`src/sv/uet_pkg.sv`:
```
// Package for the ultrasonic echo timer: phase encoding, field widths,
// configuration and result structs, and the echo-window arithmetic.
// No dependencies.
package uet_pkg;

  // Largest distance the block is built for, in centimeters.
  localparam int unsigned MAX_DISTANCE_CM = 500;

  localparam int unsigned DIST_CFG_W = 9;
  localparam int unsigned RT_W       = 7;
  localparam int unsigned TMO_W      = 16;
  localparam int unsigned ECHO_US_W  = 16;
  localparam int unsigned OUTCOME_W  = 2;
  localparam int unsigned TCNT_W     = 4;
  localparam int unsigned CNT_W      = 17;

  localparam int unsigned DIST_MAX_W = $clog2(MAX_DISTANCE_CM + 1);
  localparam int unsigned DIST_W     = (DIST_MAX_W > DIST_CFG_W) ? DIST_MAX_W : DIST_CFG_W;
  localparam int unsigned ECHO_W     =
    $clog2(MAX_DISTANCE_CM * ((1 << RT_W) - 1) + ((1 << RT_W) - 1) / 2 + 1);
  localparam int unsigned SUM_BASE_W = (ECHO_W > TMO_W) ? ECHO_W : TMO_W;
  localparam int unsigned SUM_W      = ((SUM_BASE_W > CNT_W) ? SUM_BASE_W : CNT_W) + 1;

  localparam logic [TCNT_W-1:0] LOW_TICKS   = TCNT_W'(4);
  localparam logic [TCNT_W-1:0] HIGH_TICKS  = TCNT_W'(10);
  localparam logic [CNT_W-1:0]  ECHO_OFFSET = CNT_W'(13);
  localparam logic [CNT_W-1:0]  CNT_MAX     = {CNT_W{1'b1}};
  localparam logic [DIST_W-1:0] DIST_LIMIT  = DIST_W'(MAX_DISTANCE_CM);

  // Configuration register indexes.
  localparam logic [1:0] REG_MAX_DISTANCE = 2'd0;
  localparam logic [1:0] REG_ROUNDTRIP    = 2'd1;
  localparam logic [1:0] REG_START_TMO    = 2'd2;

  // Report outcome codes.
  localparam logic [OUTCOME_W-1:0] OUT_MEASURED  = 2'd0;
  localparam logic [OUTCOME_W-1:0] OUT_TIMEOUT   = 2'd1;
  localparam logic [OUTCOME_W-1:0] OUT_NO_START  = 2'd2;

  typedef enum logic [5:0] {
    PH_IDLE       = 6'b000001,
    PH_TRIG_LOW   = 6'b000010,
    PH_TRIG_HIGH  = 6'b000100,
    PH_WAIT_CLEAR = 6'b001000,
    PH_WAIT_RISE  = 6'b010000,
    PH_MEASURE    = 6'b100000
  } phase_t;

  typedef struct packed {
    logic [DIST_CFG_W-1:0] max_distance_cm;
    logic [RT_W-1:0]       roundtrip_us_per_cm;
    logic [TMO_W-1:0]      start_timeout_us;
  } cfg_t;

  typedef struct packed {
    logic                  trigger_enable;
    logic                  trigger_level;
    logic                  busy_res;
    logic                  report_valid;
    logic [ECHO_US_W-1:0]  echo_us;
    logic [OUTCOME_W-1:0]  outcome;
  } res_t;

  // Longest echo pulse accepted, from the clamped distance and round-trip rate.
  function automatic logic [SUM_W-1:0] max_echo_time(input cfg_t cfg);
    logic [DIST_W-1:0] d;
    logic [ECHO_W-1:0] prod;
    d = DIST_W'(cfg.max_distance_cm);
    if (d > DIST_LIMIT) begin
      d = DIST_LIMIT;
    end
    prod = ECHO_W'(d) * ECHO_W'(cfg.roundtrip_us_per_cm)
           + ECHO_W'(cfg.roundtrip_us_per_cm >> 1);
    return SUM_W'(prod);
  endfunction

  function automatic logic [CNT_W-1:0] sat_cnt(input logic [SUM_W-1:0] v);
    return (v > SUM_W'(CNT_MAX)) ? CNT_MAX : v[CNT_W-1:0];
  endfunction

endpackage

```
`src/sv/ultrasonic_echo_timer_top.sv`:
```
// Top level of the ultrasonic echo timer: stream ports, configuration
// registers and the result register around uet_core. Depends on uet_pkg.
//
//  Channel   Direction  Handshake         Contents
//  s_*       in         tvalid/tready     one tick sample: start request, echo level
//  m_*       out        tvalid/tready     one result word per tick sample
//  cfg_*     in         valid/ready       register index and write data
//
// Each sample word produces exactly one result word, in the cycle after it is
// taken; a sample can be taken every cycle while the sink keeps taking results.
// The sequencer and the echo-window multiply-add sit between the sample
// handshake and the result register. While a result waits, a new sample is
// still taken if the sink takes the waiting one in the same cycle. Reset returns
// the sequencer to idle and the configuration registers to their defaults.
module ultrasonic_echo_timer_top import uet_pkg::*; (
  input  logic        clk,
  input  logic        rst,
  input  logic        s_tvalid,
  output logic        s_tready,
  input  logic [7:0]  s_tdata,   // [0] start_req, [1] echo_level, [7:2] zero
  output logic        m_tvalid,
  input  logic        m_tready,
  output logic [23:0] m_tdata,   // [0] trigger_enable, [1] trigger_level,
                                 // [2] busy_res, [3] report_valid,
                                 // [19:4] echo_us, [23:20] zero
  output logic [1:0]  m_tuser,   // [1:0] outcome
  input  logic        cfg_valid,
  output logic        cfg_ready,
  input  logic [1:0]  cfg_index,
  input  logic [15:0] cfg_data
);

  cfg_t cfg;
  res_t res;
  res_t res_reg;
  logic accept;

  assign cfg_ready = 1'b1;
  assign s_tready  = !m_tvalid || m_tready;
  assign accept    = s_tvalid && s_tready;

  always_ff @(posedge clk) begin
    if (rst) begin
      cfg.max_distance_cm     <= DIST_CFG_W'(500);
      cfg.roundtrip_us_per_cm <= RT_W'(57);
      cfg.start_timeout_us    <= TMO_W'(5800);
    end else if (cfg_valid) begin
      case (cfg_index)
        REG_MAX_DISTANCE: cfg.max_distance_cm     <= cfg_data[DIST_CFG_W-1:0];
        REG_ROUNDTRIP:    cfg.roundtrip_us_per_cm <= cfg_data[RT_W-1:0];
        REG_START_TMO:    cfg.start_timeout_us    <= cfg_data[TMO_W-1:0];
        default: ;
      endcase
    end
  end

  uet_core u_core (
    .clk        (clk),
    .rst        (rst),
    .step       (accept),
    .start_req  (s_tdata[0]),
    .echo_level (s_tdata[1]),
    .cfg        (cfg),
    .res        (res)
  );

  always_ff @(posedge clk) begin
    if (rst) begin
      m_tvalid <= 1'b0;
    end else if (accept) begin
      m_tvalid <= 1'b1;
    end else if (m_tready) begin
      m_tvalid <= 1'b0;
    end
  end

  always_ff @(posedge clk) begin
    if (accept) begin
      res_reg <= res;
    end
  end

  assign m_tdata = {4'b0000, res_reg.echo_us, res_reg.report_valid, res_reg.busy_res,
                    res_reg.trigger_level, res_reg.trigger_enable};
  assign m_tuser = res_reg.outcome;

endmodule

```
`src/sv/uet_core.sv`:
```
// Ping sequencer for the ultrasonic echo timer: trigger pulse, echo wait
// and pulse timing, one tick per step. Depends on uet_pkg.
module uet_core import uet_pkg::*; (
  input  logic clk,
  input  logic rst,
  input  logic step,
  input  logic start_req,
  input  logic echo_level,
  input  cfg_t cfg,
  output res_t res
);

  phase_t            phase, phase_next;
  logic [TCNT_W-1:0] trigger_count, trigger_count_next;
  logic [CNT_W-1:0]  elapsed_us, elapsed_us_next;
  logic [CNT_W-1:0]  limit_us, limit_us_next;

  logic [TCNT_W-1:0] tcnt_inc;
  logic [CNT_W-1:0]  el_inc;
  logic [CNT_W-1:0]  el_sub;
  logic [SUM_W-1:0]  echo_time;
  logic [SUM_W-1:0]  start_limit;

  assign tcnt_inc    = trigger_count + TCNT_W'(1);
  assign el_inc      = (elapsed_us != CNT_MAX) ? elapsed_us + CNT_W'(1) : elapsed_us;
  assign el_sub      = (el_inc > ECHO_OFFSET) ? el_inc - ECHO_OFFSET : '0;
  assign echo_time   = max_echo_time(cfg);
  assign start_limit = echo_time + SUM_W'(cfg.start_timeout_us);

  always_comb begin
    phase_next         = phase;
    trigger_count_next = trigger_count;
    elapsed_us_next    = elapsed_us;
    limit_us_next      = limit_us;
    res                = '0;
    case (phase)
      PH_TRIG_LOW: begin
        res.trigger_enable = 1'b1;
        trigger_count_next = tcnt_inc;
        if (tcnt_inc >= LOW_TICKS) begin
          phase_next         = PH_TRIG_HIGH;
          trigger_count_next = '0;
        end
      end
      PH_TRIG_HIGH: begin
        res.trigger_enable = 1'b1;
        res.trigger_level  = 1'b1;
        trigger_count_next = tcnt_inc;
        if (tcnt_inc >= HIGH_TICKS) begin
          phase_next         = PH_WAIT_CLEAR;
          trigger_count_next = '0;
          elapsed_us_next    = '0;
          limit_us_next      = sat_cnt(start_limit);
        end
      end
      PH_WAIT_CLEAR: begin
        elapsed_us_next = el_inc;
        if (!echo_level) begin
          phase_next = PH_WAIT_RISE;
        end else if (el_inc > limit_us) begin
          // The line never cleared: treat the high level as the rise.
          phase_next      = PH_MEASURE;
          elapsed_us_next = '0;
          limit_us_next   = sat_cnt(echo_time);
        end
      end
      PH_WAIT_RISE: begin
        elapsed_us_next = el_inc;
        if (echo_level) begin
          phase_next      = PH_MEASURE;
          elapsed_us_next = '0;
          limit_us_next   = sat_cnt(echo_time);
        end else if (el_inc > limit_us) begin
          phase_next       = PH_IDLE;
          res.report_valid = 1'b1;
          res.outcome      = OUT_NO_START;
        end
      end
      PH_MEASURE: begin
        elapsed_us_next = el_inc;
        if (!echo_level) begin
          phase_next       = PH_IDLE;
          res.report_valid = 1'b1;
          res.outcome      = OUT_MEASURED;
          res.echo_us      = (el_sub > CNT_W'({ECHO_US_W{1'b1}})) ? {ECHO_US_W{1'b1}}
                                                                : el_sub[ECHO_US_W-1:0];
        end else if (el_inc >= limit_us) begin
          phase_next       = PH_IDLE;
          res.report_valid = 1'b1;
          res.outcome      = OUT_TIMEOUT;
        end
      end
      default: begin
        phase_next = PH_IDLE;
        if (start_req) begin
          res.trigger_enable = 1'b1;
          phase_next         = PH_TRIG_LOW;
          trigger_count_next = TCNT_W'(1);
        end
      end
    endcase
    res.busy_res = (phase_next != PH_IDLE);
  end

  always_ff @(posedge clk) begin
    if (rst) begin
      phase         <= PH_IDLE;
      trigger_count <= '0;
      elapsed_us    <= '0;
      limit_us      <= '0;
    end else if (step) begin
      phase         <= phase_next;
      trigger_count <= trigger_count_next;
      elapsed_us    <= elapsed_us_next;
      limit_us      <= limit_us_next;
    end
  end

endmodule

```
`config.mk`:
```
export PLATFORM = sky130hd
export DESIGN_NAME = ultrasonic_echo_timer_top
export DESIGN_NICKNAME = d
export VERILOG_FILES = /design/src/sv/uet_pkg.sv /design/src/sv/ultrasonic_echo_timer_top.sv /design/src/sv/uet_core.sv
export SDC_FILE = /design/constraint.sdc
export NUM_CORES = 1
export LEC_CHECK = 0
export ABC_CLOCK_PERIOD_IN_PS = 7000
export BUFFER_PORTS_ARGS = -buffer_cell sky130_fd_sc_hd__buf_2
export CAP_MARGIN = 30
export CORE_MARGIN = 4
export CORE_UTILIZATION = 38
export DETAILED_ROUTE_END_ITERATION = 8
export GPL_ROUTABILITY_DRIVEN = 0
export PLACE_DENSITY = 0.58
export SLEW_MARGIN = 0
export SYNTH_ARGS = -nofsm -noshare
export SYNTH_HDL_FRONTEND = slang
export SYNTH_SLANG_ARGS = --single-unit
```
`constraint.sdc`:
```
create_clock -name clk -period 7 [get_ports clk]
set_input_delay 0.35 -clock clk [delete_from_list [all_inputs] [get_ports clk]]
set_output_delay 0.35 -clock clk [all_outputs]
set_load 0.01 [all_outputs]
```
==> summary.md <==
| Metric | Value |
|---|---|
| Vias/cell | approximately 5.4 |
| MaxCap Viol Count | 0 |
| CP delay by family, top | adder cells |
| Die outline area | 0.0248 mm2 |
| Cell accounting for the most synthesized area | dfxtp_1 |
| Final net count | around 1.2k |
| Mapped cell area | 0.00848 mm2 |
| WP buf/inv | 4 |
| EDFF count, synth | 22 |
| Antenna viol nets, final | 0 |
| Setup violators final | 0 |
| Starting Density | 38.8% |
| Hold Path Class | input port to flop |
| Post-route DRC violation count | 0 |
| # Post-CTS Setup Buffers | 0 |
| Critical Path Fanout Max | 9 |
| VDD IR max | 249 uV |
| Final min period | around 6.5 ns |
| Worst r2r src | cfg[28]$_SDFFE_PP1P_ |
| Antenna violations before repair | 0 |
| GRT Util Overall | 17.5% |
| CTS Buffer Depth | 2 |
| Post-synthesis async set-or-reset flop share | 0% |
| P&R area growth vs syn | 9.29% |
| HPWL after DPL | roughly 16000 um |
| Master of the slowest instance on the critical path | fa_1 |
| Die height | between 150 and 200 um |
| RSZ-0062 raised after global routing | false |
| Grt total ovfl | 0 |
| Total negative slack | 0 ns |
| LEAKAGE | roughly 4.1 nW |
| Period Utilization, post-route | between 90% and 100% |
| Fin util | a little over two fifths |
| Flop2flop setup slack | slightly above 0.5 ns |
| Syn. warnings | 0 |
| Outcome | finished clean |
| Clock sink count | between 90 and 100 |
| Hold path cells | 3 |
| Worst r2r dst | u_core.limit_us[15]$_SDFFE_PP0P_ |
| Worst skew pair latency | approximately 0.37 ns |
| Layout cells sized above 1 | ~11% |
| CTS tree | yes |
| Port Buffers | 48 |
| Via count | approximately 7.1k |
| Root buf cell | clkbuf_16 |
| Main synth FF type | dfxtp_1 |
| Startpoint types | flop |
| Seq cells post-synth | between 90 and 100 |
| Clock-pin slew on the worst setup and hold paths | 0.09 ns |
| CP required | approximately 7.3 ns |
| Mapped Cells | between 900 and 1k |
| H-tree levels | 3 |
| PwrDens | 283 mW/mm2 |
| Largest net degree at the start of global routing | between 50 and 60 |
| WHS Endpoint | cfg[9]$_SDFFE_PP1P_ |
| Global-route wire length before repair | around 35000 um |
| Pwr Total | between 0.002 and 0.003 W |
| Relative slew slack | a little over a third |
| Rows | 54 |
| Max incr delay on CP | roughly 0.56 ns |
| Max Freq | roughly 150 MHz |
| Die width | 157 um |
| Clk_skew | about 0.014 ns |
| Worst Tran Pin Value | about 0.97 ns |
| Library cells used by synthesis | between 70 and 80 |
| Arrival time at the worst endpoint | just under 7 ns |
| Filler instances | 2253 |
| Max Slew Vio Count | 0 |
| Crit. End Element | flop |
| DR pass1 iterations | 7 |
| CTS buffer count | 9 |
| CP Class | flop to flop |
| Avg Cell Area, Syn | roughly 8.5 um2 |
| Hold wc startpoint | cfg_data[9] |
| Area of the multi-input gates | roughly 0.0057 mm2 |
| Register Area | around 0.0022 mm2 |
| Routed WL | 20600 um |
| Core Box Area | 0.0219 mm2 |
| R2R cell count | 25 |
| # IOs | 60 |
| Top cell type's share of synthesized area | between 10% and 20% |
| Initial drt markers | between 400 and 500 |
| Final hold vios | 0 |
| Vias in the first global route | about 7k |
| Most common cell on crit path | fa_1 |
| Top cells by area, synth | dfxtp_1 18%, ha_1 11%, fa_1 9.7% |
| Antenna diodes | 0 |
| Drt wl/cell | 15.8 um |
| Seq/Total Area, Yosys | 26.0% |
-- kinds of logic (layout without fill, tap and decap cells) --
kind of cell / count (synthesis) / after routing / synth area share (%)
simple gates: 342 / 342 / 20.2
compound gates: 222 / 222 / 17.9
buf+inv: 146 / 171 / 7.12
fa+ha+maj: 118 / 118 / 21.0
flops: 99 / 99 / 26.0
xor+xnor: 49 / 49 / 5.24
mux: 21 / 21 / 2.48
other cells: 2 / 5 / 0.0885
-- worst max-delay path by stage --
stage,startpoint,to,slack [ns],depth (start not counted)
finish,cfg[28]$_SDFFE_PP1P_,u_core.limit_us[15]$_SDFFE_PP0P_,0.51,25
floorplan,cfg[28]$_SDFFE_PP1P_,u_core.limit_us[15]$_SDFFE_PP0P_,0.77,25
global route,cfg[28]$_SDFFE_PP1P_,u_core.limit_us[15]$_SDFFE_PP0P_,0.04,24
CTS,cfg[28]$_SDFFE_PP1P_,u_core.limit_us[14]$_SDFFE_PP0P_,0.34,25
detailed placement,cfg[28]$_SDFFE_PP1P_,u_core.limit_us[14]$_SDFFE_PP0P_,0.36,25
global placement,cfg[27]$_SDFFE_PP1P_,u_core.limit_us[15]$_SDFFE_PP0P_,0.41,26
-- layout by cell type, fill, tap and decap left out, types with 4 or more instances in the layout --
cell | Yosys | final
nand4_1 | 14 | 14
nand2b_1 | 6 | 6
edfxtp_1 | 22 | 22
nand2_1 | 117 | 117
dfxtp_1 | 77 | 74
a21oi_2 | 8 | 8
nor2_1 | 64 | 63
xor2_1 | 14 | 14
a311oi_1 | 4 | 4
a211oi_1 | 21 | 21
mux2i_1 | 21 | 21
a21oi_1 | 62 | 62
o31ai_1 | 6 | 6
a31oi_1 | 9 | 9
and2_1 | 37 | 37
inv_1 | 94 | 94
o21a_1 | 7 | 7
buf_4 | 7 | 9
clkbuf_16 | 0 | 9
nor3_1 | 19 | 19
and4_1 | 4 | 4
nor4_1 | 8 | 8
a21o_1 | 14 | 14
and3_1 | 14 | 14
buf_2 | 12 | 48
fa_1 | 41 | 41
conb_1 | 2 | 5
a32oi_1 | 6 | 6
nor2b_1 | 11 | 11
a221oi_1 | 4 | 4
o32ai_1 | 6 | 6
nand3b_1 | 6 | 6
o21ai_0 | 36 | 36
ha_1 | 77 | 77
nand3_1 | 21 | 21
xnor2_1 | 33 | 33
-- synth_stat cells (all sizes together) (4+ instances only) --
| cell type | n |
|---|---|
| a211oi | 22 |
| a21o | 15 |
| a21oi | 70 |
| a221oi | 4 |
| a311oi | 5 |
| a31oi | 9 |
| a32oi | 6 |
| and2 | 38 |
| and3 | 14 |
| and4 | 4 |
| buf | 23 |
| clkbuf | 27 |
| dfxtp | 77 |
| edfxtp | 22 |
| fa | 41 |
| ha | 77 |
| inv | 94 |
| mux2i | 21 |
| nand2 | 117 |
| nand2b | 6 |
| nand3 | 22 |
| nand3b | 6 |
| nand4 | 14 |
| nor2 | 64 |
| nor2b | 11 |
| nor3 | 20 |
| nor4 | 11 |
| o21a | 7 |
| o21ai | 39 |
| o31ai | 6 |
| o32ai | 6 |
| xnor2 | 35 |
| xor2 | 14 |
-- worst register-to-register path, cell delays in order, from the launching register on --
cell and delay (ns):
dfxtp_2 0.38, nand3_1 0.11, nor2_2 0.06, a21oi_1 0.47, nand2b_1 0.20, fa_1 0.44, fa_1 0.56, inv_1 0.06
fa_1 0.52, inv_1 0.05, fa_1 0.52, inv_1 0.04, ha_1 0.33, o21a_1 0.19, o21a_1 0.18, a2111oi_0 0.37
buf_4 0.19, o31ai_1 0.11, xor2_1 0.18, ha_1 0.36, and2_1 0.17, a31o_2 0.21, a41oi_1 0.24, mux2i_1 0.22
a21o_1 0.13, a31oi_1 0.07
-- routing by layer --
| layer | up-vias | GRT usage [%] | wire length, um |
|---|---|---|---|
| li1 | 3539 | - | - |
| met1 | 3376 | 23.7 | 9980 |
| met2 | 128 | 28.8 | 9430 |
| met3 | 32 | 2.23 | 686 |
| met4 | 0 | 6.31 | 495 |
| met5 | - | 0 | 0 |
-- repair_timing --
item | in CTS | in global routing
endpoints found under the setup margin | 0 | 2
gates resized for setup | 0 | 5
hold buffers | 0 | 0
-- sequential cells by signal (all words and copies together) (netlist names) --
name and cells:
m_tuser 2, m_tvalid 1, cfg 32, u_core.trigger_count 4, u_core.elapsed_us 17, m_tdata 20, u_core.phase 6, u_core.limit_us 17
-- metrics by stage --
step	cell area, um2	hold WS, ns	setup WS (ns)	instances
after floorplan	8490	0.432	0.766	1002
after global placement	8910	0.443	0.411	1289
after detailed placement	8910	0.451	0.362	1289
after CTS	9230	0.177	0.339	1305
after global routing	9270	0.200	0.0429	1307
final	9270	0.182	0.510	1307
-- power by group --
group          total (W)  internal (W)  switching (W)
Sequential      0.000615      0.000600      0.0000153
Clock           0.000539      0.000259       0.000280
Combinational    0.00147      0.000662       0.000804
Total            0.00262       0.00152        0.00110
-- final cells by class --
type / instances / share of cell area, %
clock inverter: 7 / 0.931
clock buffer: 9 / 2.43
sequential: 99 / 23.8
timing repair buffer: 59 / 3.74
multi-input combinational: 757 / 61.4
tap: 280 / 3.78
inverter: 96 / 3.89
(Power assumes the default switching activity.)
